===== config.mk =====
export PLATFORM = sky130hd
export DESIGN_NAME = timer_slot_period_allocator_top
export DESIGN_NICKNAME = d
export VERILOG_FILES = /design/src/rtl/tspa_pkg.sv /design/src/rtl/timer_slot_period_allocator_top.sv /design/src/rtl/tspa_slots.sv /design/src/rtl/tspa_dp.sv /design/src/rtl/tspa_ctrl.sv
export SDC_FILE = /design/constraint.sdc
export NUM_CORES = 2
export LEC_CHECK = 0
export BUFFER_PORTS_ARGS = -buffer_cell sky130_fd_sc_hd__buf_2
export CAP_MARGIN = 20
export CORE_MARGIN = 2
export CORE_UTILIZATION = 60
export CTS_CLUSTER_DIAMETER = 60
export DETAILED_ROUTE_END_ITERATION = 6
export PLACE_DENSITY_LB_ADDON = 0.15
export SYNTH_ARGS = -nofsm -noshare
export SYNTH_HDL_FRONTEND = slang
export SYNTH_SLANG_ARGS = --single-unit

===== constraint.sdc =====
create_clock -name i_clk -period 11.75 [get_ports i_clk]
set_input_delay 2.35 -clock i_clk [delete_from_list [all_inputs] [get_ports i_clk]]
set_output_delay 2.35 -clock i_clk [all_outputs]
set_load 0.05 [all_outputs]

===== src/rtl/tspa_pkg.sv =====
// Shared types, constants and helper functions of the timer slot period allocator.
// Used by every module under rtl/; depends on nothing else.
package tspa_pkg;

    localparam int NUM_SLOTS_DEF = 9;

    localparam int ID_W       = 4;
    localparam int UNIT_W     = 4;
    localparam int SAMPLE_W   = 32;
    localparam int COUNT_W    = 32;
    localparam int CYC_W      = 10;
    localparam int SCALE_W    = 30;
    localparam int T_W        = SAMPLE_W + SCALE_W;   // sample time in ns
    localparam int CL_W       = CYC_W + 32;           // cycle time times width limit
    localparam int DIV_CNT_W  = $clog2(T_W);
    localparam int IN_DATA_W  = 40;
    localparam int OUT_DATA_W = 40;

    localparam logic [CYC_W-1:0] CYC_RST = 10'd25;

    localparam logic [UNIT_W-1:0] UNIT_S  = 4'd0;
    localparam logic [UNIT_W-1:0] UNIT_MS = 4'd3;
    localparam logic [UNIT_W-1:0] UNIT_US = 4'd6;
    localparam logic [UNIT_W-1:0] UNIT_NS = 4'd9;

    localparam logic [1:0] PRESC_1   = 2'd0;
    localparam logic [1:0] PRESC_8   = 2'd1;
    localparam logic [1:0] PRESC_64  = 2'd2;
    localparam logic [1:0] PRESC_256 = 2'd3;

    typedef enum logic [1:0] {
        MODE_INIT    = 2'd0,
        MODE_SET     = 2'd1,
        MODE_RELEASE = 2'd2,
        MODE_QUERY   = 2'd3
    } t_mode;

    typedef enum logic [2:0] {
        ST_OK       = 3'd0,
        ST_INVALID  = 3'd1,
        ST_IN_USE   = 3'd2,
        ST_NOT_INIT = 3'd3,
        ST_BAD_UNIT = 3'd4,
        ST_RANGE    = 3'd5
    } t_status;

    typedef enum logic [3:0] {
        S_IDLE,
        S_LOOKUP,
        S_MUL,
        S_CHECK,
        S_PRESC,
        S_DIV_INIT,
        S_DIV,
        S_FINISH,
        S_OUT
    } t_state;

    typedef struct packed {
        logic load;
        logic lookup;
        logic mul;
        logic fail_range;
        logic presc_next;
        logic div_init;
        logic div_step;
        logic finish;
        logic out_load;
    } t_cmd;

    typedef struct packed {
        logic calc_req;
        logic lo_bad;
        logic presc_fit;
        logic presc_last;
        logic div_last;
        logic out_busy;
    } t_stat;

    typedef struct packed {
        logic id_valid;
        logic wide;
        logic all_free;
        logic first_free;
        logic first_init;
    } t_slot_stat;

    function automatic logic [SCALE_W-1:0] unit_scale(input logic [UNIT_W-1:0] u);
        logic [SCALE_W-1:0] s;
        unique case (u)
            UNIT_S:  s = 30'd1_000_000_000;
            UNIT_MS: s = 30'd1_000_000;
            UNIT_US: s = 30'd1_000;
            default: s = 30'd1;
        endcase
        return s;
    endfunction

    function automatic logic unit_ok(input logic [UNIT_W-1:0] u);
        return (u == UNIT_S) || (u == UNIT_MS) || (u == UNIT_US) || (u == UNIT_NS);
    endfunction

    function automatic logic [3:0] presc_shift(input logic [1:0] code);
        logic [3:0] s;
        unique case (code)
            PRESC_1:  s = 4'd0;
            PRESC_8:  s = 4'd3;
            PRESC_64: s = 4'd6;
            default:  s = 4'd8;
        endcase
        return s;
    endfunction

endpackage


===== src/rtl/timer_slot_period_allocator_top.sv =====
// Top level of the timer slot period allocator: controller, datapath, config port.
// Depends on tspa_pkg, tspa_ctrl and tspa_dp.

// The block keeps NUM_SLOTS timer slots and serves one request beat at a time:
// init, set period, release or query free. Ids below NUM_SLOTS are 16-bit
// timers, the next (NUM_SLOTS-1)/2 ids are 32-bit pairs on two neighboring
// slots. Release, query and every request that fails its slot or unit check
// go from the lookup state straight to the output state. Init and set period
// with a valid unit scale the sample time to ns (one multiply) and check it
// against the cycle time; a time below the cycle time, or a zero cycle time,
// ends there. Then the prescaler is searched one candidate per cycle; a time
// above the widest setting ends after the fourth candidate. Otherwise the time,
// shifted down by the prescaler, is divided by the cycle time with a bit-serial
// restoring divider of 62 steps. The next request beat can be taken in the
// same cycle as a result appears. The result sits in an output register, so a
// new request beat is taken while the previous result still waits downstream;
// a finished result holds in its last step until that register is taken.
// cycle_time_ns is written on the config channel, which is always ready; write
// it only while no request is in flight.
module timer_slot_period_allocator_top #(
    parameter int NUM_SLOTS = tspa_pkg::NUM_SLOTS_DEF
) (
    input  logic                                i_clk,
    input  logic                                i_rst_n,
    // request beats
    input  logic                                s_axis_tvalid,
    output logic                                s_axis_tready,
    // tdata, from bit 0: timer_id[3:0], req_time[35:4], unit[39:36]
    input  logic [tspa_pkg::IN_DATA_W-1:0]      s_axis_tdata,
    // tuser, from bit 0: mode[1:0]
    input  logic [1:0]                          s_axis_tuser,
    // result beats
    output logic                                m_axis_tvalid,
    input  logic                                m_axis_tready,
    // tdata, from bit 0: status[2:0], slot_is_free[3], period_valid[4],
    // prescaler_code[6:5], period_count[38:7], is_wide[39]
    output logic [tspa_pkg::OUT_DATA_W-1:0]     m_axis_tdata,
    // cycle_time_ns write channel
    input  logic                                i_cfg_valid,
    output logic                                o_cfg_ready,
    input  logic [tspa_pkg::CYC_W-1:0]          i_cfg_data
);

    tspa_pkg::t_cmd  cmd;
    tspa_pkg::t_stat stat;

    // config writes never stall
    assign o_cfg_ready = 1'b1;

    tspa_ctrl u_ctrl (
        .i_clk      (i_clk),
        .i_rst_n    (i_rst_n),
        .i_in_valid (s_axis_tvalid),
        .o_in_ready (s_axis_tready),
        .i_stat     (stat),
        .o_cmd      (cmd)
    );

    tspa_dp #(.NUM_SLOTS(NUM_SLOTS)) u_dp (
        .i_clk       (i_clk),
        .i_rst_n     (i_rst_n),
        .i_cmd       (cmd),
        .o_stat      (stat),
        .i_mode      (s_axis_tuser),
        .i_data      (s_axis_tdata),
        .i_cfg_wr    (i_cfg_valid),
        .i_cfg_data  (i_cfg_data),
        .i_out_ready (m_axis_tready),
        .o_out_valid (m_axis_tvalid),
        .o_out_data  (m_axis_tdata)
    );

endmodule


===== src/rtl/tspa_slots.sv =====
// Slot table: free and initialized marks with id decode and masked lookups.
// Depends on tspa_pkg.
module tspa_slots #(
    parameter int NUM_SLOTS = tspa_pkg::NUM_SLOTS_DEF
) (
    input  logic                      i_clk,
    input  logic                      i_rst_n,
    input  logic [tspa_pkg::ID_W-1:0] i_id,
    input  logic                      i_init_wr,
    input  logic                      i_release_wr,
    output tspa_pkg::t_slot_stat      o_stat
);

    localparam int NUM_PAIRS = (NUM_SLOTS - 1) / 2;
    localparam int LAST_ID   = NUM_SLOTS + NUM_PAIRS - 1;
    localparam int XW        = tspa_pkg::ID_W + 1;

    localparam logic [XW-1:0] LAST_ID_V = XW'(LAST_ID);
    localparam logic [XW-1:0] NUM_SL_V  = XW'(NUM_SLOTS);

    logic [NUM_SLOTS-1:0]          r_free;
    logic [NUM_SLOTS-1:0]          r_init;
    logic [XW-1:0]                 id_x;
    logic [XW-1:0]                 pair;
    logic [tspa_pkg::ID_W-1:0]     first;
    logic                          wide;
    logic [NUM_SLOTS-1:0]          first_mask;
    logic [NUM_SLOTS-1:0]          cover_mask;

    assign id_x  = {1'b0, i_id};
    assign wide  = id_x >= NUM_SL_V;
    assign pair  = id_x - NUM_SL_V;
    // pair k covers slots 2k+1 and 2k+2
    assign first = wide ? {pair[tspa_pkg::ID_W-2:0], 1'b1} : i_id;

    assign first_mask = {{(NUM_SLOTS-1){1'b0}}, 1'b1} << first;
    assign cover_mask = first_mask | (wide ? (first_mask << 1) : '0);

    assign o_stat.id_valid   = id_x <= LAST_ID_V;
    assign o_stat.wide       = wide;
    assign o_stat.all_free   = &(r_free | ~cover_mask);
    assign o_stat.first_free = |(r_free & first_mask);
    assign o_stat.first_init = |(r_init & first_mask);

    always_ff @(posedge i_clk) begin
        if (!i_rst_n) begin
            r_free <= '1;
            r_init <= '0;
        end else if (i_init_wr) begin
            r_free <= r_free & ~cover_mask;
            r_init <= r_init | first_mask;
        end else if (i_release_wr) begin
            r_free <= r_free | cover_mask;
            r_init <= r_init & ~first_mask;
        end
    end

endmodule


===== src/rtl/tspa_dp.sv =====
// Datapath: request latch, slot table, ns scaling, prescaler search,
// bit-serial divider and output register. Depends on tspa_pkg and tspa_slots.
module tspa_dp #(
    parameter int NUM_SLOTS = tspa_pkg::NUM_SLOTS_DEF
) (
    input  logic                              i_clk,
    input  logic                              i_rst_n,
    input  tspa_pkg::t_cmd                    i_cmd,
    output tspa_pkg::t_stat                   o_stat,
    input  logic [1:0]                        i_mode,
    input  logic [tspa_pkg::IN_DATA_W-1:0]    i_data,
    input  logic                              i_cfg_wr,
    input  logic [tspa_pkg::CYC_W-1:0]        i_cfg_data,
    input  logic                              i_out_ready,
    output logic                              o_out_valid,
    output logic [tspa_pkg::OUT_DATA_W-1:0]   o_out_data
);

    localparam int TW = tspa_pkg::T_W;

    tspa_pkg::t_mode                  r_mode;
    logic [tspa_pkg::ID_W-1:0]        r_id;
    logic [tspa_pkg::SAMPLE_W-1:0]    r_sample;
    logic [tspa_pkg::UNIT_W-1:0]      r_unit;
    logic [tspa_pkg::CYC_W-1:0]       r_cyc;

    logic [TW-1:0]                    r_t;
    logic [tspa_pkg::CL_W-1:0]        r_cyc_lim;
    logic [1:0]                       r_k;
    logic [TW-1:0]                    r_q;
    logic [tspa_pkg::CYC_W-1:0]       r_rem;
    logic [tspa_pkg::DIV_CNT_W-1:0]   r_cnt;

    tspa_pkg::t_status                r_status;
    logic                             r_free_flag;
    logic                             r_pvalid;
    logic [1:0]                       r_code;
    logic [tspa_pkg::COUNT_W-1:0]     r_count;
    logic                             r_wide;
    logic                             r_ovalid;
    logic [tspa_pkg::OUT_DATA_W-1:0]  r_odata;

    tspa_pkg::t_slot_stat             slot;
    tspa_pkg::t_status                lookup_status;
    logic                             calc_req;
    logic                             u_ok;
    logic                             init_wr;
    logic                             release_wr;
    logic [TW-1:0]                    mul_full;
    logic [TW-1:0]                    presc_lim;
    logic [tspa_pkg::CYC_W:0]         trial;
    logic                             ge;
    logic [tspa_pkg::CYC_W:0]         diff;

    tspa_slots #(.NUM_SLOTS(NUM_SLOTS)) u_slots (
        .i_clk        (i_clk),
        .i_rst_n      (i_rst_n),
        .i_id         (r_id),
        .i_init_wr    (init_wr),
        .i_release_wr (release_wr),
        .o_stat       (slot)
    );

    assign u_ok     = tspa_pkg::unit_ok(r_unit);
    assign calc_req = slot.id_valid && u_ok &&
                      (((r_mode == tspa_pkg::MODE_INIT) && slot.all_free) ||
                       ((r_mode == tspa_pkg::MODE_SET) && slot.first_init));

    assign init_wr    = i_cmd.lookup && slot.id_valid &&
                        (r_mode == tspa_pkg::MODE_INIT) && slot.all_free;
    assign release_wr = i_cmd.lookup && slot.id_valid && (r_mode == tspa_pkg::MODE_RELEASE);

    always_comb begin
        priority if (!slot.id_valid) begin
            lookup_status = tspa_pkg::ST_INVALID;
        end else begin
            unique case (r_mode)
                tspa_pkg::MODE_INIT: begin
                    lookup_status = slot.all_free ? tspa_pkg::ST_OK : tspa_pkg::ST_IN_USE;
                end
                tspa_pkg::MODE_SET: begin
                    priority if (!slot.first_init) lookup_status = tspa_pkg::ST_NOT_INIT;
                    else if (!u_ok)                lookup_status = tspa_pkg::ST_BAD_UNIT;
                    else                           lookup_status = tspa_pkg::ST_OK;
                end
                default: lookup_status = tspa_pkg::ST_OK;
            endcase
        end
    end

    assign mul_full  = {{tspa_pkg::SCALE_W{1'b0}}, r_sample} *
                       {{tspa_pkg::SAMPLE_W{1'b0}}, tspa_pkg::unit_scale(r_unit)};
    assign presc_lim = {{(TW-tspa_pkg::CL_W){1'b0}}, r_cyc_lim} << tspa_pkg::presc_shift(r_k);

    // restoring divide step by the cycle time
    assign trial = {r_rem, r_q[TW-1]};
    assign ge    = trial >= {1'b0, r_cyc};
    assign diff  = trial - {1'b0, r_cyc};

    assign o_stat.calc_req   = calc_req;
    assign o_stat.lo_bad     = (r_cyc == '0) || (r_t < {{(TW-tspa_pkg::CYC_W){1'b0}}, r_cyc});
    assign o_stat.presc_fit  = r_t <= presc_lim;
    assign o_stat.presc_last = r_k == tspa_pkg::PRESC_256;
    assign o_stat.div_last   = r_cnt == '0;
    assign o_stat.out_busy   = r_ovalid && !i_out_ready;

    always_ff @(posedge i_clk) begin
        if (!i_rst_n) begin
            r_cyc <= tspa_pkg::CYC_RST;
        end else if (i_cfg_wr) begin
            r_cyc <= i_cfg_data;
        end
    end

    always_ff @(posedge i_clk) begin
        if (i_cmd.load) begin
            r_mode   <= tspa_pkg::t_mode'(i_mode);
            r_id     <= i_data[3:0];
            r_sample <= i_data[35:4];
            r_unit   <= i_data[39:36];
        end
    end

    always_ff @(posedge i_clk) begin
        if (i_cmd.lookup) begin
            r_status    <= lookup_status;
            r_free_flag <= slot.id_valid && (r_mode == tspa_pkg::MODE_QUERY) && slot.first_free;
            r_wide      <= slot.id_valid && slot.wide;
            r_pvalid    <= 1'b0;
            r_code      <= '0;
            r_count     <= '0;
            r_k         <= tspa_pkg::PRESC_1;
        end
        if (i_cmd.mul) begin
            r_t <= mul_full;
            if (r_wide) begin
                r_cyc_lim <= {r_cyc, 32'b0} - {{32{1'b0}}, r_cyc};
            end else begin
                r_cyc_lim <= {{16{1'b0}}, r_cyc, 16'b0} - {{32{1'b0}}, r_cyc};
            end
        end
        // init reports ok even when no setting fits
        if (i_cmd.fail_range && (r_mode == tspa_pkg::MODE_SET)) begin
            r_status <= tspa_pkg::ST_RANGE;
        end
        if (i_cmd.presc_next) begin
            r_k <= r_k + 2'd1;
        end
        if (i_cmd.div_init) begin
            r_q   <= r_t >> tspa_pkg::presc_shift(r_k);
            r_rem <= '0;
            r_cnt <= tspa_pkg::DIV_CNT_W'(TW - 1);
        end
        if (i_cmd.div_step) begin
            r_q   <= {r_q[TW-2:0], ge};
            r_rem <= ge ? diff[tspa_pkg::CYC_W-1:0] : trial[tspa_pkg::CYC_W-1:0];
            r_cnt <= r_cnt - 1'b1;
        end
        if (i_cmd.finish) begin
            r_pvalid <= 1'b1;
            r_code   <= r_k;
            r_count  <= r_q[tspa_pkg::COUNT_W-1:0];
        end
    end

    always_ff @(posedge i_clk) begin
        if (!i_rst_n) begin
            r_ovalid <= 1'b0;
        end else if (i_cmd.out_load) begin
            r_ovalid <= 1'b1;
        end else if (i_out_ready) begin
            r_ovalid <= 1'b0;
        end
    end

    always_ff @(posedge i_clk) begin
        if (i_cmd.out_load) begin
            r_odata <= {r_wide, r_count, r_code, r_pvalid, r_free_flag, r_status};
        end
    end

    assign o_out_valid = r_ovalid;
    assign o_out_data  = r_odata;

endmodule


===== src/rtl/tspa_ctrl.sv =====
// Controller state machine: sequences lookup, scaling, prescaler search and divide.
// Depends on tspa_pkg.
module tspa_ctrl (
    input  logic            i_clk,
    input  logic            i_rst_n,
    input  logic            i_in_valid,
    output logic            o_in_ready,
    input  tspa_pkg::t_stat i_stat,
    output tspa_pkg::t_cmd  o_cmd
);

    tspa_pkg::t_state r_state;
    tspa_pkg::t_state n_state;

    always_ff @(posedge i_clk) begin
        if (!i_rst_n) begin
            r_state <= tspa_pkg::S_IDLE;
        end else begin
            r_state <= n_state;
        end
    end

    always_comb begin
        n_state = r_state;
        unique case (r_state)
            tspa_pkg::S_IDLE:     if (i_in_valid) n_state = tspa_pkg::S_LOOKUP;
            tspa_pkg::S_LOOKUP:   n_state = i_stat.calc_req ? tspa_pkg::S_MUL : tspa_pkg::S_OUT;
            tspa_pkg::S_MUL:      n_state = tspa_pkg::S_CHECK;
            tspa_pkg::S_CHECK:    n_state = i_stat.lo_bad ? tspa_pkg::S_OUT : tspa_pkg::S_PRESC;
            tspa_pkg::S_PRESC: begin
                priority if (i_stat.presc_fit) n_state = tspa_pkg::S_DIV_INIT;
                else if (i_stat.presc_last)    n_state = tspa_pkg::S_OUT;
                else                           n_state = tspa_pkg::S_PRESC;
            end
            tspa_pkg::S_DIV_INIT: n_state = tspa_pkg::S_DIV;
            tspa_pkg::S_DIV:      if (i_stat.div_last) n_state = tspa_pkg::S_FINISH;
            tspa_pkg::S_FINISH:   n_state = tspa_pkg::S_OUT;
            tspa_pkg::S_OUT:      if (!i_stat.out_busy) n_state = tspa_pkg::S_IDLE;
            default:              n_state = tspa_pkg::S_IDLE;
        endcase
    end

    always_comb begin
        o_cmd      = '0;
        o_in_ready = 1'b0;
        unique case (r_state)
            tspa_pkg::S_IDLE: begin
                o_in_ready = 1'b1;
                o_cmd.load = i_in_valid;
            end
            tspa_pkg::S_LOOKUP:   o_cmd.lookup = 1'b1;
            tspa_pkg::S_MUL:      o_cmd.mul = 1'b1;
            tspa_pkg::S_CHECK:    o_cmd.fail_range = i_stat.lo_bad;
            tspa_pkg::S_PRESC: begin
                o_cmd.presc_next = !i_stat.presc_fit && !i_stat.presc_last;
                o_cmd.fail_range = !i_stat.presc_fit && i_stat.presc_last;
            end
            tspa_pkg::S_DIV_INIT: o_cmd.div_init = 1'b1;
            tspa_pkg::S_DIV:      o_cmd.div_step = 1'b1;
            tspa_pkg::S_FINISH:   o_cmd.finish = 1'b1;
            tspa_pkg::S_OUT:      o_cmd.out_load = !i_stat.out_busy;
            default: ;
        endcase
    end

endmodule


==> Yosys cells after proc, flatten, opt, wreduce, memory -nomap -nowiden <==
Cells that the tools add are included.
{ "classes": {"shift": 3, "mux": 47, "addsub": 6, "n_eq_ne": 20, "bitwise": 10, "reduce_logical": 39, "multipliers": 1, "magnitude_cmp": 5} }
{ "op_table": {"columns": ["op", "n"], "rows": [
  ["$mux W62", 2],
  ["$pmux W30 S3", 1],
  ["$mux W32", 2],
  ["$le A62 B62 Y1", 1],
  ["$lt A62 B10 Y1", 1],
  ["$mul A32 B30 Y62", 1],
  ["$shl A42 B4 Y62", 1],
  ["$shr A62 B4 Y62", 1],
  ["$mux W9", 5],
  ["$mux W42", 1],
  ["$sub A42 B10 Y42", 1],
  ["$and A9 B9 Y9", 4],
  ["$mux W4", 9],
  ["$or A9 B9 Y9", 4],
  ["$pmux W4 S9", 1],
  ["$mux W10", 3],
  ["$sub A26 B10 Y27", 1],
  ["$eq A4 B3 Y1 const B", 5],
  ["$not A9 Y9", 2],
  ["$reduce_or A9 Y1", 2],
  ["$logic_and A1 B1 Y1", 15],
  ["$eq A4 B2 Y1 const B", 3],
  ["$mux W6", 2],
  ["$pmux W4 S3", 1],
  ["27 further kinds", 62]
]} }
{ "word_totals": {"out_inout_bits": 43, "register_bits": 339, "wordCells": 153} }

==> Longest topological paths before layout <==
{ "depth": {"word_depth": 13, "ltp_mapped": 34, "mapped_depth_nobuf": 30} }

==> Cells and area by module <==
From an unflattened synthesis, not the netlist that was laid out.
{ "hier_totals": {"hier_cells": 4193, "area_unflattened_um2": 42643.4} }
{ "modules_own_cells": {"columns": ["mod", "area_each_um2", "cells_each", "n_inst"], "rows": [
  ["tspa_dp", 40940.5, 3972, 1],
  ["tspa_slots", 1337.5, 175, 1],
  ["tspa_ctrl", 354.1, 44, 1],
  ["timer_slot_period_allocator_top", 11.3, 2, 1]
]} }

==> Least setup slack after synthesis <==
Ideal clock, no wire load.
{ "synth_timing": {"kind": "register -> register", "start": "register u_ctrl.r_state[0]", "end": "register u_dp.r_cyc_lim[0] (netlist bit) (enable)", "path_stages_with_launch": 3, "t_arrival_ns": 7.651, "path_slack_ns": 3.402, "cell_sequence": "dfxtp_1 -> clkbuf_1 -> nor3_1"} }
{ "synth_between": {"elab_chain_cells": 2} }
{ "synth_rtl": {"columns": ["item", "line_no", "text"], "rows": [
  ["start: declaration", "tspa_ctrl.sv:12", "tspa_pkg::t_state r_state;"],
  ["start signal: assignment", "tspa_ctrl.sv:17", "r_state <= tspa_pkg::S_IDLE;"],
  ["start signal: assignment", "tspa_ctrl.sv:19", "r_state <= n_state;"],
  ["$eq A4 B2 Y1", "tspa_ctrl.sv:46", "unique case (r_state)"],
  ["$mux W1", "tspa_ctrl.sv:46", null],
  ["end signal: assignment", "tspa_dp.sv:137", "r_cyc_lim <= {r_cyc, 32'b0} - {{32{1'b0}}, r_cyc};"],
  ["end signal: assignment", "tspa_dp.sv:139", "r_cyc_lim <= {{16{1'b0}}, r_cyc, 16'b0} - {{32{1'b0}}, r_cyc};"],
  ["end: declaration", "tspa_dp.sv:28", "logic [tspa_pkg::CL_W-1:0] r_cyc_lim;"]
]} }
Every way passes these cells.
A chain may end at the register's enable or synchronous reset.

==> Worst setup path after layout <==
{ "layout_timing": {"start": "register u_dp.r_unit[1] (netlist bit)", "end": "register u_dp.r_t[61] (data pin)"} }
{ "layout_between": {"elab_chain_cells": 3, "word_cells_on_any_way": 5} }
{ "layout_rtl": {"columns": ["item", "line_no", "text"], "rows": [
  ["start: declaration", "tspa_dp.sv:24", "logic [tspa_pkg::UNIT_W-1:0] r_unit;"],
  ["start signal: assignment", "tspa_dp.sv:120", "r_unit <= i_data[39:36];"],
  ["$eq A4 B3 Y1 (tied with other cells)", "tspa_pkg.sv:90", "unique case (u)"],
  ["$pmux W30 S3 (*)", "tspa_pkg.sv:90", null],
  ["$mul A32 B30 Y62 (*)", "tspa_dp.sv:91", "assign mul_full = {{tspa_pkg::SCALE_W{1'b0}}, r_sample} *"],
  ["named net u_dp.mul_full[61]", "tspa_dp.sv:49", "logic [TW-1:0] mul_full;"],
  ["end signal: assignment", "tspa_dp.sv:135", "r_t <= mul_full;"],
  ["end: declaration", "tspa_dp.sv:27", "logic [TW-1:0] r_t;"]
]} }
The timed path passes the listed nets; every way through them passes the cells marked *.

==> impl_metrics.env <==
export IMPL_vdd_ir_drop_max_v=0.0001371
export IMPL_clkTransAtPathRegs_ns=0.05
export IMPL_ys_seq_area_share_pct=23.22
export IMPL_final_cell_area_mm2=0.04490
export IMPL_cts_hold_buf=0
export IMPL_hp_start="u_dp.r_count[18]"
export IMPL_num_io_pins=100
export IMPL_critPathRequiredTime_ns=12.06
export IMPL_final_cell_mix="inv_1, fa_1, ha_1"
export IMPL_dp_hpwl_um=89190
export IMPL_synthesis_nets=5282
export IMPL_period_needed_ns=8.983
export IMPL_hold_path_depth=0
export IMPL_numCtsBuffers=42
export IMPL_drt_total_wl_um=107500
export IMPL_dp_cells=5096
export IMPL_ant_nets=0
export IMPL_worst_setup_path_end_kind="flop"
export IMPL_cts_setup_buffers=0
export IMPL_critPathLaunchType="flop"
export IMPL_first_iter_violations=2586
export IMPL_fin_nets=5281
export IMPL_powerDensity_mw_per_mm2=123.2
export IMPL_via_count=30060
export IMPL_switching_share_pct=40.53
export IMPL_p_int_w=0.003289
export IMPL_core_area_mm2=0.06991
export IMPL_grt_pass1_wl_um=170000
export IMPL_grt_ovfl_total=0
export IMPL_combPwrFrac_pct=49.9
export IMPL_dpl_cell_area_mm2=0.04350
export IMPL_worst_pin_slew_ns=1.064
export IMPL_post_route_period_util_pct=76.45
export IMPL_cap_violations=0
export IMPL_start_util_pct=60.42
export IMPL_slew_viol_final=0
export IMPL_whs_endpoint="u_dp.o_out_data[25]"
export IMPL_first_pass_iters=6
export IMPL_clkPwrFrac_pct=22.7
export IMPL_stdcell_count=5178
export IMPL_clkSinkCount=339
export IMPL_yosys_area_top_type="fa_1"
export IMPL_arrival_ns=9.29
export IMPL_portBuffers=98
export IMPL_synth_cell_types=91
export IMPL_gp_congestion=0.9955
export IMPL_synth_top_area_share_pct=24.74
export IMPL_root_buffer="clkbuf_16"
export IMPL_grt_max_degree=89
export IMPL_syn_to_final_growth_pct=6.316
export IMPL_setup_tns_final_ns=0
export IMPL_ys_ff_latch=339
export IMPL_cts_tree="done"
export IMPL_fin_hold_ws_ns=0.4129
export IMPL_fmax_ghz=0.1113
export IMPL_r2r_start="u_dp.r_unit[1]"
export IMPL_rrSetupSlack_ns=2.77
export IMPL_cts_resized=0
export IMPL_antenna_found_initial=3
export IMPL_hold_violations=0
export IMPL_hold_class="flop to flop"
export IMPL_p_seq_share_pct=27.4
export IMPL_syn_area_per_cell_um2=10.05
export IMPL_synthArstFlopShare_pct=0
export IMPL_std_cell_rows=97
export IMPL_die_w_um=269.3
export IMPL_outcome="finished, final reports clean"
export IMPL_mostFrequentLayoutCell="inv_1"
export IMPL_synth_edff_count=302
export IMPL_yosys_warnings=0
export IMPL_rsz0062_at_grt="false"
export IMPL_syn_inst=4203
export IMPL_post_route_drc_count=0
export IMPL_clock_skew_ns=0.02834
export IMPL_grt_usage_pct=30.15
export IMPL_path_class="flop to flop"
export IMPL_htreeDepth=2
export IMPL_r2r_end="u_dp.r_t[61]"
export IMPL_ys_top_cells_by_area="fa_1, edfxtp_1, ha_1"
export IMPL_final_core_util_pct=64.23
export IMPL_die_y_um=269.3
export IMPL_clockBufferDepth=3
export IMPL_die_area_mm2=0.07253
export IMPL_p_leak_nw=22.16
export IMPL_crit_fanout=48
export IMPL_power_switching_w=0.002242
export IMPL_clk_latency_ns=0.59
export IMPL_netlist_area_mm2=0.04224
export IMPL_layout_drive_gt1_share_pct=8.121
export IMPL_grt_pass1_vias=30070
export IMPL_synthFlopType="edfxtp_1"
export IMPL_slew_headroom_pct=28.40
export IMPL_wl_per_cell_um=20.77
export IMPL_ff2ff_path_depth=26
export IMPL_finalSetupViolCount=0
export IMPL_viasPerCell=5.806
[critical path, cell delays in order, from the launching register on]
cell and delay [ns]:
edfxtp_1 0.48, nor4_2 0.31, buf_4 0.51, nand2_1 0.35, inv_1 0.33, nor2_1 0.15
fa_1 0.44, fa_1 0.51, inv_1 0.05, fa_1 0.49, inv_1 0.05, fa_1 0.46
fa_1 0.52, fa_1 0.54, inv_1 0.05, fa_1 0.47, ha_1 0.31, ha_1 0.46
nand4_1 0.20, or3_1 0.42, nor2_1 0.18, a221o_1 0.20, a311oi_2 0.09, o31ai_1 0.49
a311o_1 0.34, mux2i_1 0.21, nand4_1 0.10
[layout make-up]
type | count | area, um2
multi-input cells | 2940 | 29000
fillers | 5821 | 25000
flip-flops and latches | 339 | 9809
inverters | 753 | 2828
well taps | 940 | 1176
clock buffers | 44 | 1059
repair buffers | 126 | 729.5
clock inverters | 34 | 300.3
diodes | 2 | 5.005
[per-stage QoR]
step           power [W]  setup slack [ns]
2_1_floorplan   0.003635             3.402
5_1_grt         0.005986             2.388
4_1_cts         0.005571             2.747
3_3_place_gp    0.004263             2.948
3_5_place_dp    0.004282             2.767
6_report        0.005532             2.767
[cells in the mapped netlist (all sizes together), types with 5 or more instances]
cell,n
inv,751
fa,522
ha,500
nand2,427
edfxtp,302
nor2,281
a21oi,149
o21ai,132
clkbuf,125
xnor2,85
mux4,76
and2,73
mux2i,69
a21o,65
nand3,55
nor2b,54
buf,46
a31oi,38
and3,38
dfxtp,37
nand4,35
nor3,33
xor2,31
a211oi,29
mux2,21
nor4,19
nand2b,17
or2,16
o21a,14
o211ai,12
o31ai,12
a31o,11
o21bai,11
a221oi,9
o22ai,9
or3,9
a21boi,8
and4,8
o221ai,6
o22a,6
a2111oi,5
[cell families after synthesis]
group                    after synthesis  share of synthesized area [%]
other                                  1                       0.008879
adder cells (fa/ha/maj)             1023                          39.58
AND/OR/NAND/NOR                     1081                          11.82
multiplexers                         166                          6.265
AO/OA/AOI/OAI                        553                          8.354
XOR/XNOR                             116                          2.405
flip-flops                           339                          23.22
buffers and inverters                924                          8.342
[state kept, by name, summed over array words and instances, names as in the netlist, 2 cells and up, named ones only]
signal and cells:
u_dp.r_q 62, u_dp.r_t 62, u_dp.r_cyc_lim 42, u_dp.o_out_data 40, u_dp.r_count 32, u_dp.r_sample 32, u_dp.r_cyc 10, u_dp.r_rem 10
u_dp.r_cnt 6, u_ctrl.r_state 4, u_dp.r_id 4, u_dp.r_unit 4, u_dp.r_status 3, u_dp.r_code 2, u_dp.r_k 2, u_dp.r_mode 2
[metal layers]
| layer | track usage [%] | share of wire [%] | vias up |
|---|---|---|---|
| met2 | 49.64 | 48 | 1068 |
| met4 | 10.85 | 4.0 | 0 |
| met3 | 3.874 | 6.9 | 208 |
| li1 | - | - | 14010 |
| met1 | 41.31 | 41 | 14770 |
| met5 | 0 | 0 | - |
[power groups by stage]
stage | sequential (W) | combinational (W) | clock (W)
final | 0.00152 | 0.00276 | 0.00125
after global routing | 0.00152 | 0.00314 | 0.00132
after CTS | 0.00151 | 0.00277 | 0.00128
after detailed placement | 0.00154 | 0.00274 | 0
after global placement | 0.00154 | 0.00272 | 0
after floorplan | 0.00152 | 0.00211 | 0
[worst max-delay path by stage]
stage / startpoint / end / slack, ns
2_1_floorplan: u_ctrl.r_state[0] / u_dp.r_cyc_lim[0] / 3.40
3_3_place_gp: u_dp.r_unit[0] / u_dp.r_t[61] / 2.95
3_5_place_dp: u_dp.r_unit[0] / u_dp.r_t[61] / 2.77
4_1_cts: u_dp.r_unit[0] / u_dp.r_t[61] / 2.75
5_1_grt: u_dp.r_unit[0] / u_dp.r_t[61] / 2.39
6_report: u_dp.r_unit[1] / u_dp.r_t[61] / 2.77
No activity file was read; power rests on OpenSTA's default activity.
